### src/sv/fcr_pkg.sv
// Package: shared types, constants and the CRC-16/CCITT byte step for the frame receiver.
package fcr_pkg;

    localparam int QueueDepthDef = 8;
    localparam int MaxPayloadDef = 32;

    localparam logic [15:0] CrcInit = 16'hFFFF;
    localparam logic [15:0] CrcPoly = 16'h1021;

    localparam logic [7:0] FirstMagicRst  = 8'hAA;
    localparam logic [7:0] SecondMagicRst = 8'h55;
    localparam logic [7:0] VersionRst     = 8'h01;

    localparam logic [7:0] CharUpperG = 8'h47;
    localparam logic [7:0] CharLowerG = 8'h67;
    localparam logic [7:0] CharUpperS = 8'h53;
    localparam logic [7:0] CharLowerS = 8'h73;

    localparam int CfgAddrW = 4;
    localparam logic [1:0] RegFirstMagic  = 2'd0;
    localparam logic [1:0] RegSecondMagic = 2'd1;
    localparam logic [1:0] RegVersion     = 2'd2;

    typedef enum logic [1:0] {
        KIND_BYTE  = 2'd0,
        KIND_FRAME = 2'd1,
        KIND_EMPTY = 2'd2
    } kind_t;

    typedef enum logic [2:0] {
        FS_NONE     = 3'd0,
        FS_ACCEPTED = 3'd1,
        FS_FULL     = 3'd2,
        FS_BAD      = 3'd3,
        FS_TOO_LONG = 3'd4
    } frame_status_t;

    typedef enum logic [3:0] {
        OP_NONE,
        OP_MAGIC,
        OP_VERSION,
        OP_COMMAND,
        OP_SEQUENCE,
        OP_LENGTH,
        OP_PAYLOAD,
        OP_CRC_LO
    } dp_op_t;

    typedef struct packed {
        dp_op_t        op;
        logic          push;
        logic          out_load;
        kind_t         out_kind;
        frame_status_t out_status;
        logic          dq_begin;
        logic          dq_emit;
    } ctrl_cmd_t;

    typedef struct packed {
        logic byte_first_magic;
        logic byte_second_magic;
        logic len_too_long;
        logic len_zero;
        logic payload_done;
        logic frame_ok;
        logic q_full;
        logic q_empty;
        logic dq_last;
        logic out_free;
    } dp_status_t;

    function automatic logic [15:0] crc_feed(input logic [15:0] crc, input logic [7:0] b);
        logic [15:0] c;
        c = crc ^ {b, 8'h00};
        for (int i = 0; i < 8; i++)
        begin
            c = c[15] ? ((c << 1) ^ CrcPoly) : (c << 1);
        end
        return c;
    endfunction

endpackage

### src/sv/fcr_if.sv
// Interfaces: input byte/request channel and result channel.
interface fcr_in_if;
    logic       valid;
    logic       ready;
    logic       func;
    logic [7:0] rx_byte;

    modport source (output valid, func, rx_byte, input ready);
    modport sink   (input valid, func, rx_byte, output ready);
endinterface

interface fcr_out_if;
    logic       valid;
    logic       ready;
    logic [1:0] result_kind;
    logic       capture_request;
    logic       status_request;
    logic [2:0] frame_status;
    logic [7:0] command;
    logic [7:0] sequence_res;
    logic [5:0] payload_length;
    logic [7:0] payload_byte;
    logic       payload_valid;
    logic       last;

    modport source (output valid, result_kind, capture_request, status_request, frame_status,
                    command, sequence_res, payload_length, payload_byte, payload_valid, last,
                    input ready);
    modport sink   (input valid, result_kind, capture_request, status_request, frame_status,
                    command, sequence_res, payload_length, payload_byte, payload_valid, last,
                    output ready);
endinterface

### src/sv/fcr_ram.sv
// Generic simple dual-port RAM with registered read.
module fcr_ram #(
    parameter int WIDTH = 8,
    parameter int DEPTH = 16
) (
    input  logic                     clk,
    input  logic                     we,
    input  logic [$clog2(DEPTH)-1:0] waddr,
    input  logic [WIDTH-1:0]         wdata,
    input  logic [$clog2(DEPTH)-1:0] raddr,
    output logic [WIDTH-1:0]         rdata
);
    logic [WIDTH-1:0] mem [DEPTH];
    logic [WIDTH-1:0] rdata_reg;

    always_ff @(posedge clk)
    begin
        if (we)
        begin
            mem[waddr] <= wdata;
        end
        rdata_reg <= mem[raddr];
    end

    assign rdata = rdata_reg;
endmodule

### src/sv/fcr_regs.sv
// Configuration registers behind the APB-style port.
module fcr_regs (
    input  logic                          clk,
    input  logic                          rst_n,
    input  logic                          psel,
    input  logic                          penable,
    input  logic                          pwrite,
    input  logic [fcr_pkg::CfgAddrW-1:0]  paddr,
    input  logic [31:0]                   pwdata,
    output logic [31:0]                   prdata,
    output logic                          pready,
    output logic [7:0]                    first_magic,
    output logic [7:0]                    second_magic,
    output logic [7:0]                    accepted_version,
    output logic [15:0]                   magic_crc
);
    import fcr_pkg::*;

    logic [7:0]  first_magic_reg;
    logic [7:0]  second_magic_reg;
    logic [7:0]  version_reg;
    logic [15:0] magic_crc_reg;
    logic        wr_en;
    logic [1:0]  reg_idx;

    assign pready  = 1'b1;
    assign wr_en   = psel && penable && pwrite;
    assign reg_idx = paddr[3:2];

    // magic_crc holds the CRC after the first magic byte
    always_ff @(posedge clk or negedge rst_n)
    begin
        if (!rst_n)
        begin
            first_magic_reg  <= FirstMagicRst;
            second_magic_reg <= SecondMagicRst;
            version_reg      <= VersionRst;
            magic_crc_reg    <= crc_feed(CrcInit, FirstMagicRst);
        end
        else if (wr_en)
        begin
            priority if (reg_idx == RegFirstMagic)
            begin
                first_magic_reg <= pwdata[7:0];
                magic_crc_reg   <= crc_feed(CrcInit, pwdata[7:0]);
            end
            else if (reg_idx == RegSecondMagic)
            begin
                second_magic_reg <= pwdata[7:0];
            end
            else if (reg_idx == RegVersion)
            begin
                version_reg <= pwdata[7:0];
            end
            else
            begin
            end
        end
    end

    always_comb
    begin
        prdata = '0;
        priority if (reg_idx == RegFirstMagic)
        begin
            prdata[7:0] = first_magic_reg;
        end
        else if (reg_idx == RegSecondMagic)
        begin
            prdata[7:0] = second_magic_reg;
        end
        else if (reg_idx == RegVersion)
        begin
            prdata[7:0] = version_reg;
        end
        else
        begin
            prdata = '0;
        end
    end

    assign first_magic      = first_magic_reg;
    assign second_magic     = second_magic_reg;
    assign accepted_version = version_reg;
    assign magic_crc        = magic_crc_reg;
endmodule

### src/sv/fcr_datapath.sv
// Datapath: frame fields, CRC, queue pointers, header/payload RAMs and result register.
module fcr_datapath #(
    parameter int QUEUE_DEPTH = fcr_pkg::QueueDepthDef,
    parameter int MAX_PAYLOAD = fcr_pkg::MaxPayloadDef
) (
    input  logic                   clk,
    input  logic                   rst_n,
    input  logic [7:0]             rx_byte,
    input  logic [7:0]             first_magic,
    input  logic [7:0]             second_magic,
    input  logic [7:0]             accepted_version,
    input  logic [15:0]            magic_crc,
    input  fcr_pkg::ctrl_cmd_t     cmd,
    output fcr_pkg::dp_status_t    st,
    fcr_out_if.source              res_out
);
    import fcr_pkg::*;

    localparam int PW = $clog2(QUEUE_DEPTH);
    localparam int CW = $clog2(MAX_PAYLOAD + 1);
    localparam int AW = $clog2(QUEUE_DEPTH * MAX_PAYLOAD);
    localparam int HW = 16 + CW;

    logic [7:0]    frame_version_reg;
    logic [7:0]    frame_command_reg;
    logic [7:0]    frame_sequence_reg;
    logic [CW-1:0] frame_length_reg;
    logic [CW-1:0] payload_count_reg;
    logic [15:0]   crc_reg;
    logic [7:0]    crc_lo_reg;
    logic [PW-1:0] wptr_reg;
    logic [PW-1:0] rptr_reg;
    logic [CW-1:0] k_reg;

    logic          out_valid_reg;
    logic [1:0]    out_kind_reg;
    logic          out_cap_reg;
    logic          out_stat_reg;
    logic [2:0]    out_fs_reg;
    logic [7:0]    out_cmd_reg;
    logic [7:0]    out_seq_reg;
    logic [5:0]    out_len_reg;
    logic [7:0]    out_byte_reg;
    logic          out_pv_reg;
    logic          out_last_reg;

    logic [15:0]   crc_step;
    logic [PW-1:0] wptr_inc;
    logic [PW-1:0] rptr_inc;
    logic [HW-1:0] hdr_wdata;
    logic [HW-1:0] hdr_rdata;
    logic [7:0]    pay_rdata;
    logic [AW-1:0] pay_waddr;
    logic [AW-1:0] pay_raddr;
    logic [CW-1:0] hd_len;
    logic [CW-1:0] hd_cnt;
    logic [6:0]    hd_len7;
    logic          len_nz;

    assign crc_step = crc_feed(crc_reg, rx_byte);
    assign wptr_inc = (wptr_reg == PW'(QUEUE_DEPTH - 1)) ? '0 : wptr_reg + 1'b1;
    assign rptr_inc = (rptr_reg == PW'(QUEUE_DEPTH - 1)) ? '0 : rptr_reg + 1'b1;

    assign hdr_wdata = {frame_command_reg, frame_sequence_reg, frame_length_reg};
    assign hd_len    = hdr_rdata[CW-1:0];
    assign len_nz    = (hd_len != '0);
    assign hd_cnt    = len_nz ? hd_len : CW'(1);
    assign hd_len7   = 7'(hd_len);

    assign pay_waddr = AW'(AW'(wptr_reg) * AW'(MAX_PAYLOAD)) + AW'(payload_count_reg);
    assign pay_raddr = AW'(AW'(rptr_reg) * AW'(MAX_PAYLOAD)) + AW'(k_reg);

    fcr_ram #(.WIDTH(HW), .DEPTH(QUEUE_DEPTH)) u_hdr_ram (
        .clk   (clk),
        .we    (cmd.push),
        .waddr (wptr_reg),
        .wdata (hdr_wdata),
        .raddr (rptr_reg),
        .rdata (hdr_rdata)
    );

    fcr_ram #(.WIDTH(8), .DEPTH(QUEUE_DEPTH * MAX_PAYLOAD)) u_pay_ram (
        .clk   (clk),
        .we    (cmd.op == OP_PAYLOAD),
        .waddr (pay_waddr),
        .wdata (rx_byte),
        .raddr (pay_raddr),
        .rdata (pay_rdata)
    );

    always_comb
    begin
        st.byte_first_magic  = (rx_byte == first_magic);
        st.byte_second_magic = (rx_byte == second_magic);
        st.len_too_long      = ({1'b0, rx_byte} > 9'(MAX_PAYLOAD));
        st.len_zero          = (rx_byte == 8'd0);
        st.payload_done      = (({1'b0, payload_count_reg} + 1'b1) >= {1'b0, frame_length_reg});
        st.frame_ok          = (frame_version_reg == accepted_version)
                               && ({rx_byte, crc_lo_reg} == crc_reg);
        st.q_full            = (wptr_inc == rptr_reg);
        st.q_empty           = (wptr_reg == rptr_reg);
        st.dq_last           = (({1'b0, k_reg} + 1'b1) >= {1'b0, hd_cnt});
        st.out_free          = !out_valid_reg || res_out.ready;
    end

    always_ff @(posedge clk or negedge rst_n)
    begin
        if (!rst_n)
        begin
            wptr_reg      <= '0;
            rptr_reg      <= '0;
            out_valid_reg <= 1'b0;
        end
        else
        begin
            if (cmd.push)
            begin
                wptr_reg <= wptr_inc;
            end
            if (cmd.dq_emit && st.dq_last)
            begin
                rptr_reg <= rptr_inc;
            end
            if (cmd.out_load)
            begin
                out_valid_reg <= 1'b1;
            end
            else if (res_out.ready)
            begin
                out_valid_reg <= 1'b0;
            end
        end
    end

    always_ff @(posedge clk)
    begin
        unique case (cmd.op)
            OP_MAGIC:    crc_reg <= crc_feed(magic_crc, rx_byte);
            OP_VERSION:
            begin
                frame_version_reg <= rx_byte;
                crc_reg           <= crc_step;
            end
            OP_COMMAND:
            begin
                frame_command_reg <= rx_byte;
                crc_reg           <= crc_step;
            end
            OP_SEQUENCE:
            begin
                frame_sequence_reg <= rx_byte;
                crc_reg            <= crc_step;
            end
            OP_LENGTH:
            begin
                frame_length_reg  <= CW'(rx_byte);
                payload_count_reg <= '0;
                crc_reg           <= crc_step;
            end
            OP_PAYLOAD:
            begin
                payload_count_reg <= payload_count_reg + 1'b1;
                crc_reg           <= crc_step;
            end
            OP_CRC_LO:   crc_lo_reg <= rx_byte;
            default:
            begin
            end
        endcase

        if (cmd.dq_begin)
        begin
            k_reg <= '0;
        end
        else if (cmd.dq_emit)
        begin
            k_reg <= k_reg + 1'b1;
        end

        if (cmd.out_load)
        begin
            out_kind_reg <= cmd.out_kind;
            out_cap_reg  <= 1'b0;
            out_stat_reg <= 1'b0;
            out_fs_reg   <= cmd.out_status;
            out_cmd_reg  <= '0;
            out_seq_reg  <= '0;
            out_len_reg  <= '0;
            out_byte_reg <= '0;
            out_pv_reg   <= 1'b0;
            out_last_reg <= 1'b1;
            unique case (cmd.out_kind)
                KIND_BYTE:
                begin
                    out_cap_reg  <= (rx_byte == CharUpperG) || (rx_byte == CharLowerG);
                    out_stat_reg <= (rx_byte == CharUpperS) || (rx_byte == CharLowerS);
                end
                KIND_FRAME:
                begin
                    out_cmd_reg  <= hdr_rdata[HW-1 -: 8];
                    out_seq_reg  <= hdr_rdata[HW-9 -: 8];
                    out_len_reg  <= hd_len7[5:0];
                    out_byte_reg <= len_nz ? pay_rdata : 8'd0;
                    out_pv_reg   <= len_nz;
                    out_last_reg <= st.dq_last;
                end
                default:
                begin
                end
            endcase
        end
    end

    assign res_out.valid           = out_valid_reg;
    assign res_out.result_kind     = out_kind_reg;
    assign res_out.capture_request = out_cap_reg;
    assign res_out.status_request  = out_stat_reg;
    assign res_out.frame_status    = out_fs_reg;
    assign res_out.command         = out_cmd_reg;
    assign res_out.sequence_res    = out_seq_reg;
    assign res_out.payload_length  = out_len_reg;
    assign res_out.payload_byte    = out_byte_reg;
    assign res_out.payload_valid   = out_pv_reg;
    assign res_out.last            = out_last_reg;

    a_push_not_full: assert property (@(posedge clk) disable iff (!rst_n)
        cmd.push |-> !st.q_full) else $error("push into full queue");
    a_emit_not_empty: assert property (@(posedge clk) disable iff (!rst_n)
        cmd.dq_emit |-> (rptr_reg != wptr_reg)) else $error("dequeue from empty queue");
    a_push_moves_wptr: assert property (@(posedge clk) disable iff (!rst_n)
        cmd.push |=> (wptr_reg != $past(wptr_reg))) else $error("write pointer stuck");
endmodule

### src/sv/fcr_ctrl.sv
// Controller: frame parser state machine and dequeue sequencer.
module fcr_ctrl (
    input  logic                 clk,
    input  logic                 rst_n,
    input  logic                 in_valid,
    input  logic                 func,
    output logic                 in_ready,
    input  fcr_pkg::dp_status_t  st,
    output fcr_pkg::ctrl_cmd_t   cmd
);
    import fcr_pkg::*;

    typedef enum logic [3:0] {
        PS_MAGIC0, PS_MAGIC1, PS_VERSION, PS_COMMAND, PS_SEQUENCE,
        PS_LENGTH, PS_PAYLOAD, PS_CRC_LO, PS_CRC_HI
    } parse_state_t;

    typedef enum logic [1:0] {
        M_IDLE, M_FETCH, M_EMIT
    } mode_t;

    parse_state_t parse_state_reg, parse_state_next;
    mode_t        mode_reg, mode_next;
    logic         accept;

    assign in_ready = (mode_reg == M_IDLE) && st.out_free;
    assign accept   = in_ready && in_valid;

    always_comb
    begin
        cmd              = '0;
        parse_state_next = parse_state_reg;
        mode_next        = mode_reg;
        unique case (mode_reg)
            M_IDLE:
            begin
                if (accept && !func)
                begin
                    cmd.out_load = 1'b1;
                    cmd.out_kind = KIND_BYTE;
                    unique case (parse_state_reg)
                        PS_MAGIC0:
                        begin
                            if (st.byte_first_magic)
                            begin
                                parse_state_next = PS_MAGIC1;
                            end
                        end
                        PS_MAGIC1:
                        begin
                            priority if (st.byte_second_magic)
                            begin
                                cmd.op           = OP_MAGIC;
                                parse_state_next = PS_VERSION;
                            end
                            else if (!st.byte_first_magic)
                            begin
                                parse_state_next = PS_MAGIC0;
                            end
                            else
                            begin
                            end
                        end
                        PS_VERSION:
                        begin
                            cmd.op           = OP_VERSION;
                            parse_state_next = PS_COMMAND;
                        end
                        PS_COMMAND:
                        begin
                            cmd.op           = OP_COMMAND;
                            parse_state_next = PS_SEQUENCE;
                        end
                        PS_SEQUENCE:
                        begin
                            cmd.op           = OP_SEQUENCE;
                            parse_state_next = PS_LENGTH;
                        end
                        PS_LENGTH:
                        begin
                            cmd.op = OP_LENGTH;
                            priority if (st.len_too_long)
                            begin
                                cmd.out_status   = FS_TOO_LONG;
                                parse_state_next = PS_MAGIC0;
                            end
                            else if (st.len_zero)
                            begin
                                parse_state_next = PS_CRC_LO;
                            end
                            else
                            begin
                                parse_state_next = PS_PAYLOAD;
                            end
                        end
                        PS_PAYLOAD:
                        begin
                            cmd.op = OP_PAYLOAD;
                            if (st.payload_done)
                            begin
                                parse_state_next = PS_CRC_LO;
                            end
                        end
                        PS_CRC_LO:
                        begin
                            cmd.op           = OP_CRC_LO;
                            parse_state_next = PS_CRC_HI;
                        end
                        PS_CRC_HI:
                        begin
                            priority if (!st.frame_ok)
                            begin
                                cmd.out_status = FS_BAD;
                            end
                            else if (st.q_full)
                            begin
                                cmd.out_status = FS_FULL;
                            end
                            else
                            begin
                                cmd.push       = 1'b1;
                                cmd.out_status = FS_ACCEPTED;
                            end
                            parse_state_next = PS_MAGIC0;
                        end
                        default: parse_state_next = PS_MAGIC0;
                    endcase
                end
                else if (accept)
                begin
                    if (st.q_empty)
                    begin
                        cmd.out_load = 1'b1;
                        cmd.out_kind = KIND_EMPTY;
                    end
                    else
                    begin
                        cmd.dq_begin = 1'b1;
                        mode_next    = M_FETCH;
                    end
                end
            end
            M_FETCH: mode_next = M_EMIT;
            M_EMIT:
            begin
                if (st.out_free)
                begin
                    cmd.out_load = 1'b1;
                    cmd.out_kind = KIND_FRAME;
                    cmd.dq_emit  = 1'b1;
                    mode_next    = st.dq_last ? M_IDLE : M_FETCH;
                end
            end
            default: mode_next = M_IDLE;
        endcase
    end

    always_ff @(posedge clk or negedge rst_n)
    begin
        if (!rst_n)
        begin
            parse_state_reg <= PS_MAGIC0;
            mode_reg        <= M_IDLE;
        end
        else
        begin
            parse_state_reg <= parse_state_next;
            mode_reg        <= mode_next;
        end
    end

    a_crc_hi_ends_frame: assert property (@(posedge clk) disable iff (!rst_n)
        (accept && !func && parse_state_reg == PS_CRC_HI) |=> (parse_state_reg == PS_MAGIC0))
        else $error("parser did not return after CRC");
    a_dq_sequence: assert property (@(posedge clk) disable iff (!rst_n)
        cmd.dq_begin |=> (mode_reg == M_FETCH) ##1 (mode_reg == M_EMIT))
        else $error("dequeue fetch sequence broken");
    a_push_status: assert property (@(posedge clk) disable iff (!rst_n)
        cmd.push |-> (cmd.out_status == FS_ACCEPTED && cmd.out_load))
        else $error("push without accepted status");
endmodule

### src/sv/framed_command_receiver_top.sv
// Top level: framed command receiver with CRC check, frame queue and dequeue.
//
//  channel  | dir | transfer
//  rx_in    | in  | func + rx_byte: one received byte or one dequeue request
//  res_out  | out | one result item (byte status, frame element or queue empty)
//  apb      | in  | write/read of first_magic, second_magic, accepted_version
//
//  The parser and CRC step take one byte per cycle while no dequeue runs and the
//  result register is free. A dequeue reads each payload byte from RAM, then loads it
//  into the free result register; an empty queue answers with one queue-empty item.
//  Reset clears parser state and queue pointers; no RAM clearing pass is needed.
//  A stalled result register blocks new input transfers until it is taken.
module framed_command_receiver_top #(
    parameter int QUEUE_DEPTH = fcr_pkg::QueueDepthDef,
    parameter int MAX_PAYLOAD = fcr_pkg::MaxPayloadDef
) (
    input  logic                          clk,
    input  logic                          rst_n,
    fcr_in_if.sink                        rx_in,
    fcr_out_if.source                     res_out,
    input  logic                          psel,
    input  logic                          penable,
    input  logic                          pwrite,
    input  logic [fcr_pkg::CfgAddrW-1:0]  paddr,
    input  logic [31:0]                   pwdata,
    output logic [31:0]                   prdata,
    output logic                          pready
);
    import fcr_pkg::*;

    logic [7:0]  first_magic;
    logic [7:0]  second_magic;
    logic [7:0]  accepted_version;
    logic [15:0] magic_crc;
    ctrl_cmd_t   cmd;
    dp_status_t  st;

    fcr_regs u_regs (
        .clk              (clk),
        .rst_n            (rst_n),
        .psel             (psel),
        .penable          (penable),
        .pwrite           (pwrite),
        .paddr            (paddr),
        .pwdata           (pwdata),
        .prdata           (prdata),
        .pready           (pready),
        .first_magic      (first_magic),
        .second_magic     (second_magic),
        .accepted_version (accepted_version),
        .magic_crc        (magic_crc)
    );

    fcr_ctrl u_ctrl (
        .clk      (clk),
        .rst_n    (rst_n),
        .in_valid (rx_in.valid),
        .func     (rx_in.func),
        .in_ready (rx_in.ready),
        .st       (st),
        .cmd      (cmd)
    );

    fcr_datapath #(
        .QUEUE_DEPTH (QUEUE_DEPTH),
        .MAX_PAYLOAD (MAX_PAYLOAD)
    ) u_dp (
        .clk              (clk),
        .rst_n            (rst_n),
        .rx_byte          (rx_in.rx_byte),
        .first_magic      (first_magic),
        .second_magic     (second_magic),
        .accepted_version (accepted_version),
        .magic_crc        (magic_crc),
        .cmd              (cmd),
        .st               (st),
        .res_out          (res_out)
    );
endmodule

### src/flat_wrapper.sv
// flat-port wrapper written by rule: the top's interface ports become plain ports
module framed_command_receiver_top_flat import fcr_pkg::*;
#(
    parameter int QUEUE_DEPTH = fcr_pkg::QueueDepthDef,
    parameter int MAX_PAYLOAD = fcr_pkg::MaxPayloadDef
)
  (clk, rst_n, psel, penable, pwrite, paddr, pwdata, prdata, pready, rx_in_valid, rx_in_func, rx_in_rx_byte, rx_in_ready, res_out_valid, res_out_result_kind, res_out_capture_request, res_out_status_request, res_out_frame_status, res_out_command, res_out_sequence_res, res_out_payload_length, res_out_payload_byte, res_out_payload_valid, res_out_last, res_out_ready);
  fcr_in_if rx_in_i ();
  fcr_out_if res_out_i ();
  input  logic clk;
  input  logic rst_n;
  input  logic psel;
  input  logic penable;
  input  logic pwrite;
  input  logic [fcr_pkg::CfgAddrW-1:0] paddr;
  input  logic [31:0] pwdata;
  output logic [31:0] prdata;
  output logic pready;
  input wire logic [$bits(rx_in_i.valid)-1:0] rx_in_valid;
  input wire logic [$bits(rx_in_i.func)-1:0] rx_in_func;
  input wire logic [$bits(rx_in_i.rx_byte)-1:0] rx_in_rx_byte;
  output wire logic [$bits(rx_in_i.ready)-1:0] rx_in_ready;
  output wire logic [$bits(res_out_i.valid)-1:0] res_out_valid;
  output wire logic [$bits(res_out_i.result_kind)-1:0] res_out_result_kind;
  output wire logic [$bits(res_out_i.capture_request)-1:0] res_out_capture_request;
  output wire logic [$bits(res_out_i.status_request)-1:0] res_out_status_request;
  output wire logic [$bits(res_out_i.frame_status)-1:0] res_out_frame_status;
  output wire logic [$bits(res_out_i.command)-1:0] res_out_command;
  output wire logic [$bits(res_out_i.sequence_res)-1:0] res_out_sequence_res;
  output wire logic [$bits(res_out_i.payload_length)-1:0] res_out_payload_length;
  output wire logic [$bits(res_out_i.payload_byte)-1:0] res_out_payload_byte;
  output wire logic [$bits(res_out_i.payload_valid)-1:0] res_out_payload_valid;
  output wire logic [$bits(res_out_i.last)-1:0] res_out_last;
  input wire logic [$bits(res_out_i.ready)-1:0] res_out_ready;
  assign rx_in_i.valid = rx_in_valid;
  assign rx_in_i.func = rx_in_func;
  assign rx_in_i.rx_byte = rx_in_rx_byte;
  assign rx_in_ready = rx_in_i.ready;
  assign res_out_valid = res_out_i.valid;
  assign res_out_result_kind = res_out_i.result_kind;
  assign res_out_capture_request = res_out_i.capture_request;
  assign res_out_status_request = res_out_i.status_request;
  assign res_out_frame_status = res_out_i.frame_status;
  assign res_out_command = res_out_i.command;
  assign res_out_sequence_res = res_out_i.sequence_res;
  assign res_out_payload_length = res_out_i.payload_length;
  assign res_out_payload_byte = res_out_i.payload_byte;
  assign res_out_payload_valid = res_out_i.payload_valid;
  assign res_out_last = res_out_i.last;
  assign res_out_i.ready = res_out_ready;
  framed_command_receiver_top #(.QUEUE_DEPTH(QUEUE_DEPTH), .MAX_PAYLOAD(MAX_PAYLOAD)) u_core (.clk(clk), .rst_n(rst_n), .rx_in(rx_in_i), .res_out(res_out_i), .psel(psel), .penable(penable), .pwrite(pwrite), .paddr(paddr), .pwdata(pwdata), .prdata(prdata), .pready(pready));
endmodule
### config.mk
export PLATFORM = sky130hd
export DESIGN_NAME = framed_command_receiver_top_flat
export DESIGN_NICKNAME = d
export VERILOG_FILES = /design/src/sv/fcr_pkg.sv /design/src/sv/fcr_if.sv /design/src/sv/fcr_ram.sv /design/src/sv/fcr_regs.sv /design/src/sv/fcr_datapath.sv /design/src/sv/fcr_ctrl.sv /design/src/sv/framed_command_receiver_top.sv /design/src/flat_wrapper.sv
export SDC_FILE = /design/constraint.sdc
export NUM_CORES = 2
export LEC_CHECK = 0
export BUFFER_PORTS_ARGS = -buffer_cell sky130_fd_sc_hd__buf_2
export CAP_MARGIN = 40
export CORE_MARGIN = 2
export CORE_UTILIZATION = 60
export DETAILED_ROUTE_END_ITERATION = 8
export HOLD_SLACK_MARGIN = 0.05
export PLACE_DENSITY = 0.73
export SYNTH_ARGS = -nofsm -noshare
export SYNTH_HDL_FRONTEND = slang
export SYNTH_SLANG_ARGS = --single-unit
export TNS_END_PERCENT = 100
### constraint.sdc
create_clock -name clk -period 5.9 [get_ports clk]
set_clock_uncertainty 0.15 [all_clocks]
set_input_delay 1.475 -clock clk [delete_from_list [all_inputs] [get_ports clk]]
set_output_delay 1.475 -clock clk [all_outputs]
set_load 0.01 [all_outputs]
==> metrics.txt <==
# TYPE chip_impl_metric gauge
chip_impl_info{name="status",value="finished clean"} 1
chip_impl_metric{name="grt_pass1_vias",unit=""} 46824
chip_impl_metric{name="drt-initial-drc-count",unit=""} 5876
chip_impl_metric{name="max_freq",unit="GHz"} 0.2278
chip_impl_info{name="worst_reg2reg_path_endpoint",value="u_core.u_dp.u_pay_ram.rdata[2]$_DFF_P_"} 1
chip_impl_metric{name="p_seq_frac",unit=""} 0.460
chip_impl_metric{name="drc",unit=""} 0
chip_impl_metric{name="proportion_of_netlist_area_held_by_the_largest_area_contributor",unit=""} 0.7466
chip_impl_metric{name="switching_power_summed_over_all_nets",unit="mW"} 11.20
chip_impl_metric{name="cts-buffers-inserted",unit=""} 225
chip_impl_metric{name="worst_ir_drop_vdd",unit="V"} 0.0003499
chip_impl_metric{name="global_route.overflow_total",unit=""} 0
chip_impl_metric{name="layout.filler_cells",unit=""} 9384
chip_impl_metric{name="ff2ff_path_depth",unit=""} 10
chip_impl_metric{name="grtUsageMet3",unit=""} 0.04902
chip_impl_metric{name="drt-total-wl",unit="um"} 216000
chip_impl_metric{name="place.detailed.instances",unit=""} 6741
chip_impl_metric{name="synth_enable_flop_cells",unit=""} 2323
chip_impl_metric{name="post-route-worst-setup-slack",unit="ns"} 1.511
chip_impl_metric{name="synth_warnings",unit=""} 0
chip_impl_info{name="clock_tree.root_cell",value="clkbuf_16"} 1
chip_impl_metric{name="route.detailed.wl_per_inst",unit="um"} 30.15
chip_impl_metric{name="multi_input_comb_area",unit="um^2"} 20490
chip_impl_metric{name="clock_power_frac",unit=""} 0.334
chip_impl_metric{name="power_density",unit="nW/um^2"} 400.3
chip_impl_metric{name="cts.sink_count",unit=""} 2408
chip_impl_metric{name="first_pass_iters",unit=""} 5
chip_impl_metric{name="boundaryPins",unit=""} 126
chip_impl_info{name="cts_tree",value="done"} 1
chip_impl_info{name="rr_startpoint",value="u_core.u_dp.rptr_reg[0]$_DFFE_PN0P_"} 1
chip_impl_metric{name="synth.avg_cell_area",unit="um^2"} 20.64
chip_impl_metric{name="placement.io_buffers",unit=""} 74
chip_impl_metric{name="placement_rows",unit=""} 144
chip_impl_metric{name="gpl.final_weighted_congestion",unit=""} 0.8704
chip_impl_metric{name="synthesis.area",unit="um^2"} 93430
chip_impl_metric{name="die_w",unit="um"} 398.6
chip_impl_metric{name="core_area",unit="um^2"} 154400
chip_impl_info{name="hold_path_class",value="flop to flop"} 1
chip_impl_metric{name="globalRouteTotalUtil",unit=""} 0.2748
chip_impl_metric{name="fin_crit",unit="ns"} 4.389
chip_impl_metric{name="yosysSeqAreaShare",unit=""} 0.7677
chip_impl_metric{name="quantity_of_hold_fixing_buffers_added_after_cts",unit=""} 0
chip_impl_metric{name="holdPathStages",unit=""} 2
chip_impl_metric{name="reg2reg_setup_slack",unit="ns"} 1.59
chip_impl_metric{name="total_of_max_cap_violations",unit=""} 0
chip_impl_metric{name="place_hpwl",unit="um"} 130200
chip_impl_info{name="synth_area_leaders",value="edfxtp_1 75%, mux4_2 13%, nor2_1 1.4%"} 1
chip_impl_metric{name="fin_tns_setup",unit="ns"} 0
chip_impl_metric{name="p_int",unit="mW"} 31.00
chip_impl_metric{name="worst-endpoint-arrival",unit="ns"} 4.70
chip_impl_metric{name="postCtsSetupBuffers",unit=""} 0
chip_impl_info{name="whs_endpoint",value="u_core.u_regs.first_magic[1]$_DFFE_PN1P_"} 1
chip_impl_metric{name="detailedPlace.worstSlack",unit="ns"} 0.6850
chip_impl_metric{name="grt_antenna_before_repair",unit=""} 1
chip_impl_metric{name="route.vias.total",unit=""} 46754
chip_impl_metric{name="avgViaCountPerCell",unit=""} 6.526
chip_impl_metric{name="finalSetupViolCount",unit=""} 0
chip_impl_metric{name="max_ffs_per_register",unit=""} 2048
chip_impl_metric{name="synth.lib_cells_used.distinct",unit=""} 70
chip_impl_metric{name="clock_latency",unit="ns"} 0.86
chip_impl_metric{name="slew_viol_final",unit=""} 0
chip_impl_metric{name="hold_slack",unit="ns"} 0.3322
chip_impl_info{name="hold_path_startpoint",value="u_core.u_regs.first_magic[1]$_DFFE_PN1P_"} 1
chip_impl_info{name="endpoint_kind",value="flop"} 1
chip_impl_metric{name="syn_inst",unit=""} 4527
chip_impl_metric{name="power.static_leakage",unit="nW"} 33.82
chip_impl_metric{name="synthToLayoutAreaGrowth",unit="%"} 12.84
chip_impl_metric{name="power.switching_fraction",unit=""} 0.2655
chip_impl_metric{name="first_pass_grt_wire_length",unit="um"} 315400
chip_impl_metric{name="cts_htree_levels",unit=""} 4
chip_impl_metric{name="synth_async_sr_flop_share",unit=""} 0.02035
chip_impl_metric{name="slew-limit-headroom",unit=""} 0.3419
chip_impl_info{name="critical_path_class",value="primary input to flop"} 1
chip_impl_metric{name="grt_max_degree",unit=""} 169
chip_impl_metric{name="dieArea",unit="um^2"} 158900
chip_impl_metric{name="groute.layer.met1.usage",unit=""} 0.3938
chip_impl_metric{name="worst-path-max-fanout",unit=""} 16
chip_impl_info{name="crit_start",value="res_out_ready"} 1
chip_impl_metric{name="required",unit="ns"} 6.21
chip_impl_metric{name="grt_util_met2",unit=""} 0.4433
chip_impl_metric{name="layout.nets",unit=""} 5001
chip_impl_metric{name="max-clock-path-buffers",unit=""} 3
chip_impl_metric{name="final_min_period_over_clock_period",unit=""} 0.7440
chip_impl_info{name="synth_area_leader_cell",value="edfxtp_1"} 1
chip_impl_metric{name="timing_hold_violations_final",unit=""} 0
chip_impl_info{name="unrepaired_setup_endpoints_after_global_routing",value="false"} 1
chip_impl_metric{name="comb_power_share",unit=""} 0.206
chip_impl_metric{name="drive_gt1_frac",unit=""} 0.2710
chip_impl_metric{name="ys_ff_latch",unit=""} 2408
chip_impl_metric{name="die_h",unit="um"} 398.6
chip_impl_metric{name="worst_slew_pin_slew",unit="ns"} 0.9871
chip_impl_info{name="ys.flop_type",value="edfxtp_1"} 1
chip_impl_info{name="cp-start-kind",value="primary input"} 1
chip_impl_metric{name="fin_cells",unit=""} 7164
chip_impl_metric{name="cts.reportedPaths.clkPinSlew",unit="ns"} 0.06
chip_impl_info{name="busiest_layer",value="met2"} 1
chip_impl_metric{name="drt.antenna.violating_nets",unit=""} 0
chip_impl_metric{name="seq_area",unit="um^2"} 71740
chip_impl_metric{name="post_cts_resize_count",unit=""} 0
chip_impl_metric{name="start_util",unit=""} 0.6051
power groups by stage:
stage | Combinational, mW | Clock (mW) | Sequential, mW
3_3_place_gp | 8.61 | 0 | 19.8
4_1_cts | 8.80 | 14.2 | 19.4
3_5_place_dp | 8.72 | 0 | 19.8
6_report | 8.71 | 14.1 | 19.4
5_1_grt | 9.21 | 14.9 | 19.4
2_1_floorplan | 6.24 | 0 | 19.6
worst max-delay path, cell delays in order:
cell	delay [ns]
buf_2	0.10
nor2b_4	0.05
or4_1	0.70
or3_1	0.66
nor3_2	0.40
nand2_1	0.49
nor2_1	0.81
layout make-up:
type / count / share of cell area
multi-input cells: 1839 / 0.1944
clock buffers: 279 / 0.05640
clock inverters: 139 / 0.01211
inverters: 18 / 0.0006409
well taps: 2044 / 0.02426
diodes: 5 / 0.0001187
repair buffers: 432 / 0.03163
flip-flops and latches: 2408 / 0.6805
cell families after synthesis:
family | share of synthesized area
AND/OR/NAND/NOR | 0.02953
AO/OA/AOI/OAI | 0.03094
adder cells (fa/ha/maj) | 0.003348
multiplexers | 0.1427
XOR/XNOR | 0.01069
flip-flops | 0.7677
buffers and inverters | 0.01505
other | 0.00008038
worst max path at each step:
stage                                                        to  slack, ns  cells past startpoint
finish              u_core.u_dp.u_pay_ram.mem[167][1]$_DFFE_PP_       1.51                      7
global route        u_core.u_dp.u_pay_ram.mem[247][3]$_DFFE_PP_       1.40                      8
CTS                 u_core.u_dp.u_pay_ram.mem[247][3]$_DFFE_PP_       1.58                      8
detailed placement  u_core.u_dp.u_pay_ram.mem[245][2]$_DFFE_PP_       0.68                      8
global placement    u_core.u_dp.u_pay_ram.mem[247][5]$_DFFE_PP_       0.72                      8
floorplan             u_core.u_dp.u_hdr_ram.mem[1][0]$_DFFE_PP_       0.58                      8
per-layer routing:
metal / share of wire / wire [um]
met1: 0.39 / 84770
met2: 0.50 / 107000
met3: 0.085 / 18430
met4: 0.027 / 5826
met5: 0 / 0
through the flow:
step | utilization | cell area [um^2] | total power [mW]
floorplan | - | 93510 | 25.81
global placement | 0.6351 | 98070 | 28.36
detailed placement | 0.6359 | 98190 | 28.48
CTS | 0.6827 | 105400 | 42.44
global route | 0.6827 | 105400 | 43.52
finish | 0.6828 | 105400 | 42.20
cells in the final DEF (no fill, tap or decap), types with 59 or more instances in the layout:
cell type / count
buf_4: 340
nand2_1: 102
mux4_2: 531
mux2i_1: 83
xnor2_1: 59
edfxtp_1: 2323
buf_2: 68
clkbuf_16: 227
a22oi_1: 87
nor2_1: 328
cell usage after synthesis (12+ instances only):
master,n
nor3_1,34
a22oi_1,87
buf_4,48
mux2i_1,83
edfxtp_1,2323
inv_1,17
xnor2_1,59
dfxtp_1,36
nor4_1,18
dfstp_2,15
a221oi_1,49
dfrtp_1,34
o21ai_0,31
a22o_1,57
o211ai_1,25
nand3_1,22
ha_1,25
o22ai_1,39
nor2b_1,14
clkbuf_1,140
nand2b_1,18
and3_1,18
mux4_2,531
buf_2,63
nand2_1,102
mux2_2,48
xor2_1,55
nor2_1,337
and2_1,12
a21oi_1,56
buf_1,31
No activity file was read; power rests on OpenSTA's default activity.
